### src/hw/rtl/vsat_pkg.sv
// ----------------------------------------------------------------------------
// vsat_pkg
// Types, constants and address helpers for the video scroll address and
// dot timing unit.
// ----------------------------------------------------------------------------
package vsat_pkg;

  typedef enum logic [2:0] {
    OP_TICK        = 3'd0,
    OP_CTRL_WRITE  = 3'd1,
    OP_MASK_WRITE  = 3'd2,
    OP_SCROLL_WRITE = 3'd3,
    OP_ADDR_WRITE  = 3'd4,
    OP_STATUS_READ = 3'd5,
    OP_DATA_WRITE  = 3'd6,
    OP_DATA_READ   = 3'd7
  } op_t;

  typedef struct packed {
    op_t        op;
    logic [7:0] data;
    logic       sprite_hit;
    logic       sprite_over;
  } in_t;

  typedef struct packed {
    logic [7:0]  read_data;
    logic [14:0] vram_address;
    logic [2:0]  fine_scroll_x;
    logic [8:0]  line_number;
    logic [8:0]  dot_number;
    logic        vblank_flag;
    logic        nmi_pulse;
    logic        rendering_on;
    logic [13:0] tile_fetch_address;
    logic [13:0] attr_fetch_address;
    logic [2:0]  attr_shift;
  } out_t;

  localparam logic [8:0] DOTS_PER_LINE  = 9'd341;
  localparam logic [8:0] SKIP_DOT       = 9'd340;
  localparam logic [8:0] LINES_PER_FRAME = 9'd262;
  localparam logic [8:0] PRERENDER_LINE = 9'd261;
  localparam logic [8:0] VBLANK_LINE    = 9'd241;
  localparam logic [8:0] VISIBLE_LINES  = 9'd240;
  localparam logic [8:0] VCOPY_FIRST    = 9'd280;
  localparam logic [8:0] VCOPY_LAST     = 9'd304;
  localparam logic [8:0] PREFETCH_FIRST = 9'd321;
  localparam logic [8:0] PREFETCH_LAST  = 9'd336;
  localparam logic [8:0] FETCH_LAST     = 9'd256;
  localparam logic [8:0] HCOPY_DOT      = 9'd257;
  localparam logic [8:0] FLAG_DOT       = 9'd1;
  localparam logic [4:0] COARSE_Y_LAST  = 5'd29;

  localparam logic [14:0] HORIZ_MASK    = 15'h041F;
  localparam logic [14:0] VERT_MASK     = 15'h7BE0;

  function automatic logic [14:0] step_coarse_x(input logic [14:0] v);
    logic [14:0] r;
    if (v[4:0] == 5'h1F) begin
      r = {v[14:11], ~v[10], v[9:5], 5'd0};
    end else begin
      r = v + 15'd1;
    end
    return r;
  endfunction

  function automatic logic [14:0] step_fine_y(input logic [14:0] v);
    logic [14:0] r;
    logic [4:0]  cy;
    logic        nt_y;
    cy   = v[9:5];
    nt_y = v[11];
    if (v[14:12] != 3'd7) begin
      r = v + 15'h1000;
    end else begin
      if (cy == COARSE_Y_LAST) begin
        cy   = 5'd0;
        nt_y = ~nt_y;
      end else if (cy == 5'h1F) begin
        cy = 5'd0;
      end else begin
        cy = cy + 5'd1;
      end
      r = {3'd0, nt_y, v[10], cy, v[4:0]};
    end
    return r;
  endfunction

endpackage

### src/hw/rtl/video_scroll_address_timing_unit_core.sv
// ----------------------------------------------------------------------------
// video_scroll_address_timing_unit_core
// Dot and scanline timing, scroll address registers and status flags.
//
// Usage:
//   Input channel in_*: one transaction per dot tick or CPU register access
//   (ctrl, mask, scroll, addr, status read, data write, data read).
//   Output channel out_*: exactly one result transaction per input, carrying
//   the VRAM address, fine x, line and dot, vblank, NMI request, status read
//   data and the background tile and attribute fetch addresses.
//   Throughput: one transaction per cycle, sustained while out_ready is high.
//   The state is updated as the input is accepted; the result lands in an
//   output register, backed by a one-entry skid register, so one more input
//   is taken while a result waits. in_ready drops only while the skid
//   register is full, and rises again the cycle after the receiver drains it.
//   Reset (synchronous, rst_n low): counters, addresses and flags clear,
//   the frame parity starts even, and both output registers empty.
// ----------------------------------------------------------------------------
module video_scroll_address_timing_unit_core (
  input  logic           clk,
  input  logic           rst_n,
  input  logic           in_valid,
  output logic           in_ready,
  input  vsat_pkg::in_t  in_data,
  output logic           out_valid,
  input  logic           out_ready,
  output vsat_pkg::out_t out_data
);

  logic [8:0]  dot_r, dot_nxt;
  logic [8:0]  line_r, line_nxt;
  logic        even_r, even_nxt;
  logic [14:0] cur_r, cur_nxt;
  logic [14:0] tmp_r, tmp_nxt;
  logic [2:0]  fine_x_r, fine_x_nxt;
  logic        toggle_r, toggle_nxt;
  logic [7:0]  ctrl_r, ctrl_nxt;
  logic [7:0]  mask_r, mask_nxt;
  logic        vblank_r, vblank_nxt;
  logic        hit_r, hit_nxt;
  logic        over_r, over_nxt;
  logic [7:0]  latch_r, latch_nxt;

  logic           out_valid_r, out_valid_nxt;
  logic           skid_valid_r, skid_valid_nxt;
  vsat_pkg::out_t out_r, out_nxt;
  vsat_pkg::out_t skid_r, skid_nxt;
  vsat_pkg::out_t res;

  logic        in_fire;
  logic        rend;
  logic        pre, vis, fetch;
  logic [7:0]  rd;
  logic        nmi;
  logic [14:0] addr;
  logic [14:0] inc;

  assign in_ready  = !skid_valid_r;
  assign in_fire   = in_valid && in_ready;
  assign out_valid = out_valid_r;
  assign out_data  = out_r;

  assign rend = mask_r[3] || mask_r[4];
  assign inc  = ctrl_r[2] ? 15'd32 : 15'd1;

  always_comb begin
    dot_nxt    = dot_r;
    line_nxt   = line_r;
    even_nxt   = even_r;
    cur_nxt    = cur_r;
    tmp_nxt    = tmp_r;
    fine_x_nxt = fine_x_r;
    toggle_nxt = toggle_r;
    ctrl_nxt   = ctrl_r;
    mask_nxt   = mask_r;
    vblank_nxt = vblank_r;
    hit_nxt    = hit_r;
    over_nxt   = over_r;
    latch_nxt  = latch_r;
    rd         = 8'd0;
    nmi        = 1'b0;
    pre        = 1'b0;
    vis        = 1'b0;
    fetch      = 1'b0;
    addr       = cur_r;

    case (in_data.op)
      vsat_pkg::OP_TICK: begin
        dot_nxt = dot_r + 9'd1;
        if (rend && !even_r && line_r == vsat_pkg::PRERENDER_LINE &&
            dot_nxt == vsat_pkg::SKIP_DOT) begin
          dot_nxt = vsat_pkg::DOTS_PER_LINE;
        end
        if (dot_nxt >= vsat_pkg::DOTS_PER_LINE) begin
          dot_nxt  = 9'd0;
          line_nxt = line_r + 9'd1;
          if (line_nxt >= vsat_pkg::LINES_PER_FRAME) begin
            line_nxt = 9'd0;
            even_nxt = ~even_r;
          end
        end
        pre   = line_nxt == vsat_pkg::PRERENDER_LINE;
        vis   = line_nxt < vsat_pkg::VISIBLE_LINES;
        fetch = (dot_nxt >= vsat_pkg::PREFETCH_FIRST && dot_nxt <= vsat_pkg::PREFETCH_LAST) ||
                (dot_nxt >= 9'd1 && dot_nxt <= vsat_pkg::FETCH_LAST);
        if (rend) begin
          if (pre && dot_nxt >= vsat_pkg::VCOPY_FIRST && dot_nxt <= vsat_pkg::VCOPY_LAST) begin
            cur_nxt = (cur_nxt & vsat_pkg::HORIZ_MASK) | (tmp_r & vsat_pkg::VERT_MASK);
          end
          if (pre || vis) begin
            if (fetch && dot_nxt[2:0] == 3'd0) begin
              cur_nxt = vsat_pkg::step_coarse_x(cur_nxt);
            end
            if (dot_nxt == vsat_pkg::FETCH_LAST) begin
              cur_nxt = vsat_pkg::step_fine_y(cur_nxt);
            end
            if (dot_nxt == vsat_pkg::HCOPY_DOT) begin
              cur_nxt = (cur_nxt & vsat_pkg::VERT_MASK) | (tmp_r & vsat_pkg::HORIZ_MASK);
            end
          end
        end
        if (in_data.sprite_hit) begin
          hit_nxt = 1'b1;
        end
        if (in_data.sprite_over) begin
          over_nxt = 1'b1;
        end
        if (line_nxt == vsat_pkg::VBLANK_LINE && dot_nxt == vsat_pkg::FLAG_DOT) begin
          vblank_nxt = 1'b1;
          nmi        = ctrl_r[7];
        end
        if (pre && dot_nxt == vsat_pkg::FLAG_DOT) begin
          vblank_nxt = 1'b0;
          hit_nxt    = 1'b0;
          over_nxt   = 1'b0;
        end
        addr = cur_nxt;
      end
      vsat_pkg::OP_CTRL_WRITE: begin
        latch_nxt = in_data.data;
        ctrl_nxt  = in_data.data;
        tmp_nxt   = {tmp_r[14:12], in_data.data[1:0], tmp_r[9:0]};
        nmi       = in_data.data[7] && vblank_r;
      end
      vsat_pkg::OP_MASK_WRITE: begin
        latch_nxt = in_data.data;
        mask_nxt  = in_data.data;
      end
      vsat_pkg::OP_SCROLL_WRITE: begin
        latch_nxt = in_data.data;
        if (!toggle_r) begin
          tmp_nxt    = {tmp_r[14:5], in_data.data[7:3]};
          fine_x_nxt = in_data.data[2:0];
        end else begin
          tmp_nxt = {in_data.data[2:0], tmp_r[11:10], in_data.data[7:3], tmp_r[4:0]};
        end
        toggle_nxt = ~toggle_r;
      end
      vsat_pkg::OP_ADDR_WRITE: begin
        latch_nxt = in_data.data;
        if (!toggle_r) begin
          tmp_nxt = {1'b0, in_data.data[5:0], tmp_r[7:0]};
        end else begin
          tmp_nxt = {tmp_r[14:8], in_data.data};
          cur_nxt = tmp_nxt;
        end
        toggle_nxt = ~toggle_r;
        addr       = cur_nxt;
      end
      vsat_pkg::OP_STATUS_READ: begin
        rd         = {vblank_r, hit_r, over_r, latch_r[4:0]};
        vblank_nxt = 1'b0;
        toggle_nxt = 1'b0;
        latch_nxt  = rd;
      end
      vsat_pkg::OP_DATA_WRITE: begin
        latch_nxt = in_data.data;
        cur_nxt   = cur_r + inc;
      end
      vsat_pkg::OP_DATA_READ: begin
        cur_nxt = cur_r + inc;
      end
      default: begin
        cur_nxt = cur_r;
      end
    endcase

    res.read_data          = rd;
    res.vram_address       = addr;
    res.fine_scroll_x      = fine_x_nxt;
    res.line_number        = line_nxt;
    res.dot_number         = dot_nxt;
    res.vblank_flag        = vblank_nxt;
    res.nmi_pulse          = nmi;
    res.rendering_on       = mask_nxt[3] || mask_nxt[4];
    res.tile_fetch_address = {2'b10, addr[11:0]};
    res.attr_fetch_address = {2'b10, addr[11:10], 4'b1111, addr[9:7], addr[4:2]};
    res.attr_shift         = {addr[6], addr[1], 1'b0};
  end

  always_comb begin
    out_valid_nxt  = out_valid_r;
    skid_valid_nxt = skid_valid_r;
    out_nxt        = out_r;
    skid_nxt       = skid_r;
    if (out_valid_r && out_ready) begin
      out_valid_nxt = 1'b0;
    end
    if (skid_valid_r && (!out_valid_r || out_ready)) begin
      out_nxt        = skid_r;
      out_valid_nxt  = 1'b1;
      skid_valid_nxt = 1'b0;
    end
    if (in_fire) begin
      if (out_valid_r && !out_ready) begin
        skid_nxt       = res;
        skid_valid_nxt = 1'b1;
      end else begin
        out_nxt       = res;
        out_valid_nxt = 1'b1;
      end
    end
  end

  always_ff @(posedge clk) begin
    if (!rst_n) begin
      dot_r        <= 9'd0;
      line_r       <= 9'd0;
      even_r       <= 1'b1;
      cur_r        <= 15'd0;
      tmp_r        <= 15'd0;
      fine_x_r     <= 3'd0;
      toggle_r     <= 1'b0;
      ctrl_r       <= 8'd0;
      mask_r       <= 8'd0;
      vblank_r     <= 1'b0;
      hit_r        <= 1'b0;
      over_r       <= 1'b0;
      latch_r      <= 8'd0;
      out_valid_r  <= 1'b0;
      skid_valid_r <= 1'b0;
    end else begin
      if (in_fire) begin
        dot_r    <= dot_nxt;
        line_r   <= line_nxt;
        even_r   <= even_nxt;
        cur_r    <= cur_nxt;
        tmp_r    <= tmp_nxt;
        fine_x_r <= fine_x_nxt;
        toggle_r <= toggle_nxt;
        ctrl_r   <= ctrl_nxt;
        mask_r   <= mask_nxt;
        vblank_r <= vblank_nxt;
        hit_r    <= hit_nxt;
        over_r   <= over_nxt;
        latch_r  <= latch_nxt;
      end
      out_valid_r  <= out_valid_nxt;
      skid_valid_r <= skid_valid_nxt;
    end
  end

  always_ff @(posedge clk) begin
    out_r  <= out_nxt;
    skid_r <= skid_nxt;
  end

  a_dot_range: assert property (@(posedge clk) disable iff (!rst_n)
    dot_r < vsat_pkg::DOTS_PER_LINE)
    else $error("dot counter out of range");

  a_line_range: assert property (@(posedge clk) disable iff (!rst_n)
    line_r < vsat_pkg::LINES_PER_FRAME)
    else $error("line counter out of range");

  a_skid_implies_out: assert property (@(posedge clk) disable iff (!rst_n)
    skid_valid_r |-> out_valid_r)
    else $error("skid register full while output register empty");

  a_nmi_in_vblank: assert property (@(posedge clk) disable iff (!rst_n)
    (out_valid_r && out_r.nmi_pulse) |-> out_r.vblank_flag)
    else $error("NMI requested outside vblank");

  a_fire_fills_out: assert property (@(posedge clk) disable iff (!rst_n)
    in_fire |=> out_valid_r)
    else $error("accepted transaction produced no result");

endmodule

### config.mk
export PLATFORM = sky130hd
export DESIGN_NAME = video_scroll_address_timing_unit_core
export DESIGN_NICKNAME = d
export VERILOG_FILES = /design/src/hw/rtl/vsat_pkg.sv /design/src/hw/rtl/video_scroll_address_timing_unit_core.sv
export SDC_FILE = /design/constraint.sdc
export NUM_CORES = 1
export LEC_CHECK = 0
export ABC_AREA = 0
export BUFFER_PORTS_ARGS = -buffer_cell sky130_fd_sc_hd__buf_2
export CELL_PAD_IN_SITES_DETAIL_PLACEMENT = 1
export CELL_PAD_IN_SITES_GLOBAL_PLACEMENT = 2
export CORE_ASPECT_RATIO = 0.75
export CORE_MARGIN = 2
export CORE_UTILIZATION = 39
export DETAILED_ROUTE_END_ITERATION = 8
export PLACE_DENSITY_LB_ADDON = 0.1
export SYNTH_ARGS = -nofsm -noshare
export SYNTH_HDL_FRONTEND = slang
export SYNTH_SLANG_ARGS = --single-unit
### constraint.sdc
create_clock -name clk -period 14.74 [get_ports clk]
set_clock_uncertainty 0.2 [all_clocks]
set_input_delay 2.948 -clock clk [delete_from_list [all_inputs] [get_ports clk]]
set_output_delay 2.948 -clock clk [all_outputs]
set_load 0.005 [all_outputs]
# Word level (Yosys, flattened, before mapping)
# Index checks and enable logic that the tools add are counted.
classes:
  add_sub_neg: 6
  n_mux: 60
  n_bitwise: 9
  reduce_logical: 48
  magnitude_cmp: 9
  n_eq_ne: 22
op_table:
  columns: ["cell", "count"]
  rows:
  - ["2-to-1 mux 15 bit", 19]
  - ["2-to-1 mux 78 bit", 3]
  - ["one-hot mux 15 bit (3 select lines)", 2]
  - ["2-to-1 mux 9 bit", 9]
  - ["equality test 9 bit (second input constant)", 5]
  - ["greater-or-equal comparator 9 bit (second input constant)", 4]
  - ["one-hot mux 15 bit (2 select lines)", 1]
  - ["<= comparator 9 bit (second input constant)", 3]
  - ["adder 9 x 1 -> 9 bit (second input constant)", 2]
  - ["adder 15 x 1 -> 15 bit (second input constant)", 1]
  - ["adder 15 x 13 -> 15 bit (second input constant)", 1]
  - ["adder 15 x 6 -> 15 bit", 1]
  - ["equality test 5 bit (second input constant)", 3]
  - ["logical AND 1 bit", 15]
  - ["2-to-1 mux 1 bit", 15]
  - ["2-to-1 mux 5 bit", 3]
  - ["OR 11 x 15 -> 15 bit", 1]
  - ["OR 15 x 11 -> 15 bit", 1]
  - ["AND reduction 5 bit", 3]
  - ["equality test 3 bit (second input constant)", 4]
  - ["one-hot mux 5 bit (2 select lines)", 1]
  - ["AND reduction 2 bit", 5]
  - ["nonzero test 2 bit", 5]
  - ["equality test 9 x 1 -> 1 bit (second input constant)", 1]
  - ["21 further kinds", 46]
totals:
  reg_bits: 223
  elab_cells: 195
  in_bits: 17
  output_inout_bits: 80

# Depth between registers and ports, before layout
# Gate-level depths: netlist (run 1).
logic_depth:
  ltp_word: 36
  mapped_depth: 21
  ltp_nobuf: 20

# Least setup slack after synthesis (run 1)
# No wires, ideal clock.
synth_path:
  path_kind: "input to register"
  startpoint: "input port in_valid"
  endpoint: "register skid_r[31] (netlist bit), enable pin"
  path_buffers: 2
  setup_slack_ns: 8.626
  t_required_ns: 14.088
  cell_stages: 4
  t_arrival_ns: 5.463
  setup_time_ns: 0.452
  path_cell_list: "clkbuf_1 > nand2_1 > clkbuf_1 > nor2_1"
synth_between:
  elab_chain_len: 2
synth_rtl:
  columns: ["element", "line_no", "text"]
  rows:
  - ["start, declared", "video_scroll_address_timing_unit_core.sv:22", "input logic in_valid,"]
  - ["logical AND 1 bit", "video_scroll_address_timing_unit_core.sv:59", "assign in_fire = in_valid && in_ready;"]
  - ["AND reduction 2 bit (no source line)", null, null]
  - ["end signal, assigned", "video_scroll_address_timing_unit_core.sv:265", "skid_r <= skid_nxt;"]
  - ["end, declared", "video_scroll_address_timing_unit_core.sv:47", "vsat_pkg::out_t skid_r, skid_nxt;"]
# No other way between the ends.
# A chain may end at the register's enable or synchronous reset.

# Worst setup path in the final report (run 1)
layout_path:
  startpoint: "register dot_r[0]"
  endpoint: "register skid_r[61] (netlist bit), data pin"
layout_between:
  elab_chain_len: 33
  word_cells_on_any_way: 55
  classes_between: "add/sub (4); order compare (8); eq/ne (8); mux (25); bitwise (1); reduce/logical (9)"
layout_rtl:
  columns: ["element", "line_no", "text"]
  rows:
  - ["start, declared", "video_scroll_address_timing_unit_core.sv:30", "logic [8:0] dot_r, dot_nxt;"]
  - ["start signal, assigned", "video_scroll_address_timing_unit_core.sv:244", "dot_r <= dot_nxt;"]
  - ["adder 9 x 1 -> 9 bit *", "video_scroll_address_timing_unit_core.sv:89", "dot_nxt = dot_r + 9'd1;"]
  - ["equality test 9 bit", "video_scroll_address_timing_unit_core.sv:91", "dot_nxt == vsat_pkg::SKIP_DOT) begin"]
  - ["logical AND 1 bit", "video_scroll_address_timing_unit_core.sv:90", "if (rend && !even_r && line_r == vsat_pkg::PRERENDER_LINE &&"]
  - ["2-to-1 mux 9 bit *", "video_scroll_address_timing_unit_core.sv:90", null]
  - ["2-to-1 mux 9 bit *", "video_scroll_address_timing_unit_core.sv:87", "case (in_data.op)"]
  - ["greater-or-equal comparator 9 bit", "video_scroll_address_timing_unit_core.sv:94", "if (dot_nxt >= vsat_pkg::DOTS_PER_LINE) begin"]
  - ["2-to-1 mux 9 bit", "video_scroll_address_timing_unit_core.sv:94", null]
  - ["2-to-1 mux 9 bit", "video_scroll_address_timing_unit_core.sv:87", null]
  - ["[18 not listed]", null, null]
  - ["2-to-1 mux 15 bit", "video_scroll_address_timing_unit_core.sv:106", "if (rend) begin"]
  - ["2-to-1 mux 15 bit", "video_scroll_address_timing_unit_core.sv:87", null]
  - ["OR 15 x 11 -> 15 bit", "video_scroll_address_timing_unit_core.sv:118", "cur_nxt = (cur_nxt & vsat_pkg::VERT_MASK) | (tmp_r & vsat_pkg::HORIZ_MASK);"]
  - ["2-to-1 mux 15 bit", "video_scroll_address_timing_unit_core.sv:117", "if (dot_nxt == vsat_pkg::HCOPY_DOT) begin"]
  - ["2-to-1 mux 15 bit *", "video_scroll_address_timing_unit_core.sv:110", "if (pre || vis) begin"]
  - ["2-to-1 mux 15 bit *", "video_scroll_address_timing_unit_core.sv:106", null]
  - ["one-hot mux 15 bit (2 select lines) *", "video_scroll_address_timing_unit_core.sv:87", null]
  - ["via addr[6]", "video_scroll_address_timing_unit_core.sv:55", "logic [14:0] addr;"]
# Mark *: on every way through the listed nets, which the timed path passes. The rest lies on a longest branch. The select of a mux whose other input is x is not followed.

==> results of run 1 <==
==> cell families after synthesis <==
group | count (synthesis) | synth area share [%]
XOR/XNOR | 25 | 2.00
flip-flops | 192 | 38.2
adder cells (fa/ha/maj) | 15 | 1.64
AND/OR/NAND/NOR | 545 | 24.0
multiplexers | 30 | 2.91
buffers and inverters | 129 | 4.68
AO/OA/AOI/OAI | 438 | 26.6
==> flip-flops by register name (all words and copies together), names as in the netlist <==
signal / count
mask_r: 2
tmp_r: 15
dot_r: 9
skid_r: 47
toggle_r: 1
line_r: 9
skid_valid_r: 1
out_valid: 1
cur_r: 15
fine_x_r: 3
ctrl_r: 2
hit_r: 1
vblank_r: 1
latch_r: 5
even_r: 1
out_data: 78
over_r: 1
==> how the worst max path moves through the flow <==
| stage | cells past startpoint | slack [ns] | to | from |
|---|---|---|---|---|
| after detailed placement | 18 | 8.46 | skid_r[61] | dot_r[0] |
| after global routing | 18 | 7.86 | skid_r[61] | dot_r[0] |
| final | 18 | 8.34 | skid_r[61] | dot_r[0] |
| after global placement | 18 | 8.65 | skid_r[61] | dot_r[0] |
| after CTS | 18 | 8.42 | skid_r[61] | dot_r[0] |
| after floorplan | 4 | 8.63 | skid_r[31] | in_valid |
==> stage by stage <==
stage / util (%) / cell area, um2 / hold slack, ns / instances
2_1_floorplan: - / 11300 / 0.229 / 1374
3_3_place_gp: 42.5 / 12000 / 0.216 / 1773
3_5_place_dp: 42.5 / 12000 / 0.220 / 1773
4_1_cts: 44.6 / 12600 / 0.242 / 1805
5_1_grt: 44.6 / 12600 / 0.262 / 1805
6_report: 44.6 / 12600 / 0.238 / 1805
==> critical path, delay by kind of cell, from the launching register on <==
| family | cells | cell delay (ns) |
|---|---|---|
| AO/OA/AOI/OAI | 5 | 1.83 |
| AND/OR/NAND/NOR | 6 | 1.35 |
| multiplexers | 1 | 0.38 |
| flip-flops | 1 | 0.56 |
| adder cells (fa/ha/maj) | 3 | 1.02 |
| buffers and inverters | 1 | 0.07 |
| XOR/XNOR | 2 | 0.72 |
==> power groups by stage <==
stage	Combinational, uW	Clock, uW	Sequential [uW]
final	171	481	602
after global routing	190	511	606
after CTS	170	489	601
after detailed placement	169	0	614
after global placement	166	0	612
after floorplan	102	0	604
==> per-layer routing <==
layer | track usage, % | part of all wire (%) | vias to the layer above
met3 | 5.55 | 6.4 | 33
met2 | 40.2 | 41 | 303
met4 | 5.11 | 1.0 | 0
met1 | 41.3 | 51 | 5391
met5 | 0 | 0 | -
li1 | - | - | 5063
==> synth_stat cells (6+ instances only) <==
library cell	count
o21ai_0	99
a2bb2oi_1	6
nand2_1	212
or2_2	6
o211ai_1	11
o221ai_1	6
nor2_1	99
nand4_1	8
edfxtp_1	47
buf_1	8
a22o_1	7
clkbuf_1	74
a21o_1	12
nand3_1	44
mux2_2	6
nand2b_1	21
o31ai_1	9
xor2_1	9
a21boi_0	22
o22ai_1	26
o211a_1	11
ha_1	14
nor2b_1	26
nor3_1	25
inv_1	25
dfxtp_1	145
and3_1	21
buf_2	15
xnor2_1	15
a31oi_1	22
mux2i_1	20
a22oi_1	29
a21oi_1	97
and2_1	34
==> final cells by class <==
type	instances	area, um2
Clock inverter	14	163
Timing Repair Buffer	117	638
Inverter	26	97.6
Multi-Input combinational cell	1053	6470
Clock buffer	18	439
Sequential cell	192	4310
Tap cell	385	482
Fill cell	3445	15600
==> summary.md, run 1 <==
| Metric | Value |
|---|---|
| Commonest non-fill, non-tap cells in the layout | `nand2_1, dfxtp_1, o21ai_0` |
| Critical path's slowest cell | `ha_1` |
| Final setup violation count | `0` |
| CTS clk-pin slew, worst paths | `roughly 0.08 ns` |
| PostCTS Resize Cnt | `0` |
| Pin count of the biggest net entering global routing | `68` |
| Min-delay src | `out_data[16]` |
| Min Tclk post-route | `~6.4 ns` |
| Reg-to-reg slack, setup | `~8.3 ns` |
| Max-slew headroom | `a little over a quarter` |
| Switching Share | `30.5%` |
| Crit path DAT | `between 6 and 7 ns` |
| Die height | `151 um` |
| #FFs+latches synth | `around 190` |
| CTS sink count | `approximately 190` |
| Initial antenna violation count | `0` |
| Number of CTS-inserted buffers | `17` |
| TNS Setup | `0 ns` |
| Final WL | `41.4 mm` |
| Crit-path max FO | `14` |
| Top_reg_cell synth | `dfxtp_1` |
| Crit path capture type | `flip-flop` |
| Top cells by area, synth | `dfxtp_1, edfxtp_1, nand2_1, o21ai_0, a21oi_1` |
| Sequential Power Share | `a little under half` |
| Core Area | `28200 um2` |
| Hold WC Path Type | `reg -> reg` |
| Crit Path Category | `reg -> reg` |
| FF-to-FF Start | `dot_r[0]` |
| Worst setup SP type | `flip-flop` |
| DR iter-0 viols | `between 800 and 900` |
| # port buffers | `96` |
| CTS H-Tree Depth | `4` |
| Vias in the first global route | `between 10000 and 15000` |
| Share of the yosys chip area belonging to registers | `38.2%` |
| Mapped Cells | `1374` |
| CP Cell Sequence | `ha_1, nand3_4, xor2_1, nor3b_2, a2111oi_4, mux2_1, o31ai_2, nand3_1, nor4_2, xnor2_1, ha_1, ha_1, nand2_1, a221oi_1, nand2_1, a31o_2, a21oi_2, inv_1` |
| Via count | `10800` |
| Post-synth EDFFs | `47` |
| Setup ws final | `about 8.3 ns` |
| Final hold viol count | `0` |
| DP Worst Slack | `around 8.5 ns` |
| Post-CTS Hold Buffers | `0` |
| Cell taking the most area after synthesis | `dfxtp_1` |
| Max Freq | `156 MHz` |
| Ys async rst share | `0%` |
| # IOs | `97` |
| Initial core utilization | `roughly 40%` |
| Share of layout cells above drive strength 1 | `between 15 and 20%` |
| Die footprint | `just over 30000 um2` |
| Number of max-cap violations | `0` |
| Largest stage delay, worst path | `approximately 0.62 ns` |
| Net Count, Synth | `~1400` |
| RSZ-0062 raised after global routing | `false` |
| Final HPWL DP | `roughly 30 mm` |
| Grt ovf | `0` |
| Synthesis-to-layout area growth | `11.6%` |
| P_sw | `roughly 380 uW` |
| Total power | `approximately 1300 uW` |
| Vias/cell | `roughly 6.0` |
| Worst Hold Path EP | `out_data[16]` |
| Synth warn | `0` |
| Fin crit share | `between 40 and 50%` |
| WHS Path Cells | `1` |
| Post-synth top area share | `between 20% and 30%` |
| Setup Buffers After CTS | `0` |
| Combinational Power Share | `a little over an eighth` |
| Clk network pwr share | `a little under two fifths` |
| Max clock buf depth | `2` |
| Power density cells | `99.5 nW/um2` |
| DRC viols | `0` |
| Worst slew pin tran | `~1.1 ns` |
| GR Util All Layers | `27.4%` |
| Lkg Pwr | `0.00483 uW` |
| Average size of a mapped cell | `about 8.2 um2` |
| Root Driver | `clkbuf_16` |
| Cell mode on critical path | `ha_1` |
| Global placer's final weighted congestion | `0.935` |
| Fin nets | `~1400` |
| Commonest non-fill, non-tap cell in the layout | `nand2_1` |
| Final Max Slew Viols | `0` |
| Critical Path RT | `~15 ns` |
| FF-to-FF path depth | `18` |
| Chip width | `between 200 and 250 um` |
| Worst vdd rail ir drop | `about 73 uV` |
| Worst flop-to-flop path endpoint | `skid_r[61]` |
| Antenna diodes | `0` |
| Routed len/inst | `~23 um` |
| TritonCTS clock tree | `done` |
| Number of cell rows | `53` |
| Post-synthesis cell type count | `between 100 and 150` |
| Clk_lat worst skew | `~0.45 ns` |
| Post-Syn Area | `between 10000 and 15000 um2` |
| First-pass GRT wire length | `64.1 mm` |
| Cell Int Power | `871 uW` |
| Drt pass-1 iters | `5` |
| Status | `complete, no violations` |
| Post-detailed-route count of antenna-violating nets | `0` |
Power figures use the tool's default switching activity.
==> run 2: changes to the inputs <==
Settings changed: ABC_AREA 0 to 1, CORE_UTILIZATION 39 to 31.
Clock period 14.74 ns to 5.35 ns, I/O delays scaled along.
==> summary.md, run 2 <==
| Metric | Value |
|---|---|
| Root Driver | `clkbuf_16` |
| CTS H-Tree Depth | `4` |
| # IOs | `97` |
| Critical path's slowest cell | `dfxtp_2` |
| Post-synth EDFFs | `47` |
| # port buffers | `96` |
| Commonest non-fill, non-tap cells in the layout | `nand2_1, inv_1, dfxtp_1` |
| Final Max Slew Viols | `0` |
| CTS clk-pin slew, worst paths | `about 0.080 ns` |
| Clk_lat worst skew | `roughly 0.47 ns` |
| Setup ws final | `roughly 0.19 ns` |
| Final HPWL DP | `between 20 and 30 mm` |
| Switching Share | `around a third` |
| Chip width | `216 um` |
| Average size of a mapped cell | `6.99 um2` |
| Min Tclk post-route | `5.16 ns` |
| Worst setup SP type | `flip-flop` |
| Drt pass-1 iters | `5` |
| Max-slew headroom | `roughly a third` |
| P_sw | `~1100 uW` |
| Crit-path max FO | `7` |
| Vias/cell | `5.04` |
| Crit Path Category | `reg -> reg` |
| Die height | `163 um` |
| Max FFs per register | `78` |
| Combinational Power Share | `between 10% and 20%` |
| Pin count of the biggest net entering global routing | `56` |
| Via count | `between 10000 and 15000` |
| Post-synthesis cell type count | `50` |
| Worst slew pin tran | `just over 1 ns` |
| Power density cells | `approximately 280 nW/um2` |
| Initial core utilization | `a little under a third` |
| Ys async rst share | `0%` |
| Antenna diodes | `0` |
| Number of max-cap violations | `0` |
| Clk network pwr share | `between 30% and 40%` |
| Total power | `3570 uW` |
| Max Freq | `between 150 and 200 MHz` |
| Lkg Pwr | `between 0.005 and 0.006 uW` |
| Final setup violation count | `0` |
| Sequential Power Share | `between 40% and 50%` |
| DRC viols | `0` |
| Critical Path RT | `roughly 5.4 ns` |
| TNS Setup | `0 ns` |
| Vias in the first global route | `10300` |
| DP Worst Slack | `-0.126 ns` |
| TritonCTS clock tree | `done` |
| Commonest cells in the netlist | `nand2_1, inv_1, dfxtp_1` |
| Synthesis-to-layout area growth | `23.7%` |
| Count leader, synth | `nand2_1` |
| DR iter-0 viols | `660` |
| Mapped Cells | `roughly 1500` |
| Final hold viol count | `0` |
| Net Count, Synth | `~1500` |
| Hold WC Path Type | `reg -> reg` |
| Die footprint | `around 35000 um2` |
| Crit path DAT | `slightly above 5 ns` |
| Initial antenna violation count | `0` |
| Post-synth top area share | `27.8%` |
| Fin crit share | `between 90% and 100%` |
| Crit path capture type | `flip-flop` |
| Worst vdd rail ir drop | `a little under 200 uV` |
| Number of cell rows | `just under 60` |
| Global placer's final weighted congestion | `between 0.8 and 0.9` |
| #FFs+latches synth | `around 190` |
| RSZ-0062 raised after global routing | `true` |
| Post-Syn Area | `approximately 10000 um2` |
| GR Util All Layers | `22.9%` |
| Share of layout cells above drive strength 1 | `21.6%` |
| Number of CTS-inserted buffers | `17` |
| Post-CTS Hold Buffers | `0` |
| Routed len/inst | `between 15 and 20 um` |
| Cell Int Power | `2450 uW` |
| Top cells by area, synth | `dfxtp_1, nand2_1, edfxtp_1, inv_1, o21ai_0` |
| Max clock buf depth | `2` |
| Synth warn | `0` |
| Final core occ | `around 39%` |
| Largest stage delay, worst path | `between 0.3 and 0.4 ns` |
| Top_reg_cell synth | `dfxtp_1` |
| Share of the yosys chip area belonging to registers | `a little over 40%` |
| Core Area | `about 33000 um2` |
| Fin nets | `1665` |
| Final hold slack | `~0.23 ns` |
| Status | `complete, no violations` |
| Commonest non-fill, non-tap cell in the layout | `nand2_1` |
| CTS sink count | `~190` |
| Cell taking the most area after synthesis | `dfxtp_1` |
| First-pass GRT wire length | `between 60 and 70 mm` |
| Grt ovf | `0` |
| Post-detailed-route count of antenna-violating nets | `0` |
| Final WL | `around 40 mm` |
[run 2: worst paths after layout]
path	startpoint	endpoint	slack, ns	cells past startpoint
worst max-delay path	dot_r[1]	skid_r[60]	0.19	38
worst min-delay path	out_data[15]	out_data[15]	0.23	2
worst max register to register	dot_r[1]	skid_r[60]	0.19	38
worst min register to register	out_data[15]	out_data[15]	0.23	2
[run 2: final cells by class]
| cell class | count | area (um2) |
|---|---|---|
| clock buffers | 17 | 425 |
| clock inverters | 15 | 189 |
| fillers | 4151 | 20500 |
| inverters | 203 | 764 |
| multi-input cells | 1051 | 5610 |
| flip-flops and latches | 192 | 4330 |
| well taps | 450 | 563 |
| repair buffers | 169 | 1060 |
[run 2: metrics by stage]
stage                     cell area [um2]  instances
after CTS                           12400       2081
after detailed placement            11700       2045
final                               12900       2097
after global routing                12900       2097
after global placement              11700       2045
after floorplan                     10500       1495
[run 2: critical path, delay by kind of cell (launching register included)]
kind                       cells  cell delay [ns]
and+or+nand+nor               30             3.27
buffers and inverters          4             0.39
DFF                            1             0.38
adders and majority gates      2             0.35
xor gates and xnor gates       1             0.16
AOI/OAI and AO/OA              1             0.10
[run 2: cell families (layout without fill, tap and decap cells)]
| family | Yosys count | in the layout | synth area share, % |
|---|---|---|---|
| buffers and inverters | 254 | 404 | 9.37 |
| adder cells (fa/ha/maj) | 14 | 14 | 1.68 |
| XOR/XNOR | 14 | 14 | 1.25 |
| AO/OA/AOI/OAI | 297 | 297 | 16.2 |
| AND/OR/NAND/NOR | 724 | 726 | 30.2 |
| flip-flops | 192 | 192 | 41.3 |
[run 2: what timing repair did]
action,CTS,global route
setup buffers,3,15
setup endpoints to repair,24,37
pin swaps,1,41
cloned,1,1
resized for setup,5,107
[run 2: power groups by stage]
stage | Combinational, uW | Clock (uW) | Sequential (uW)
2_1_floorplan | 300 | 0 | 1660
4_1_cts | 539 | 1400 | 1640
3_3_place_gp | 529 | 0 | 1670
3_5_place_dp | 533 | 0 | 1670
5_1_grt | 633 | 1450 | 1650
6_report | 563 | 1370 | 1640
[run 2: routing by layer]
layer | wire length (um) | part of all wire (%) | track usage, % | up-vias
li1 | - | - | - | 5164
met1 | 21800 | 55 | 35.6 | 5178
met2 | 16100 | 40 | 32.9 | 218
met3 | 1760 | 4.4 | 3.82 | 16
met4 | 298 | 0.75 | 4.05 | 0
met5 | 0 | 0 | 0 | -
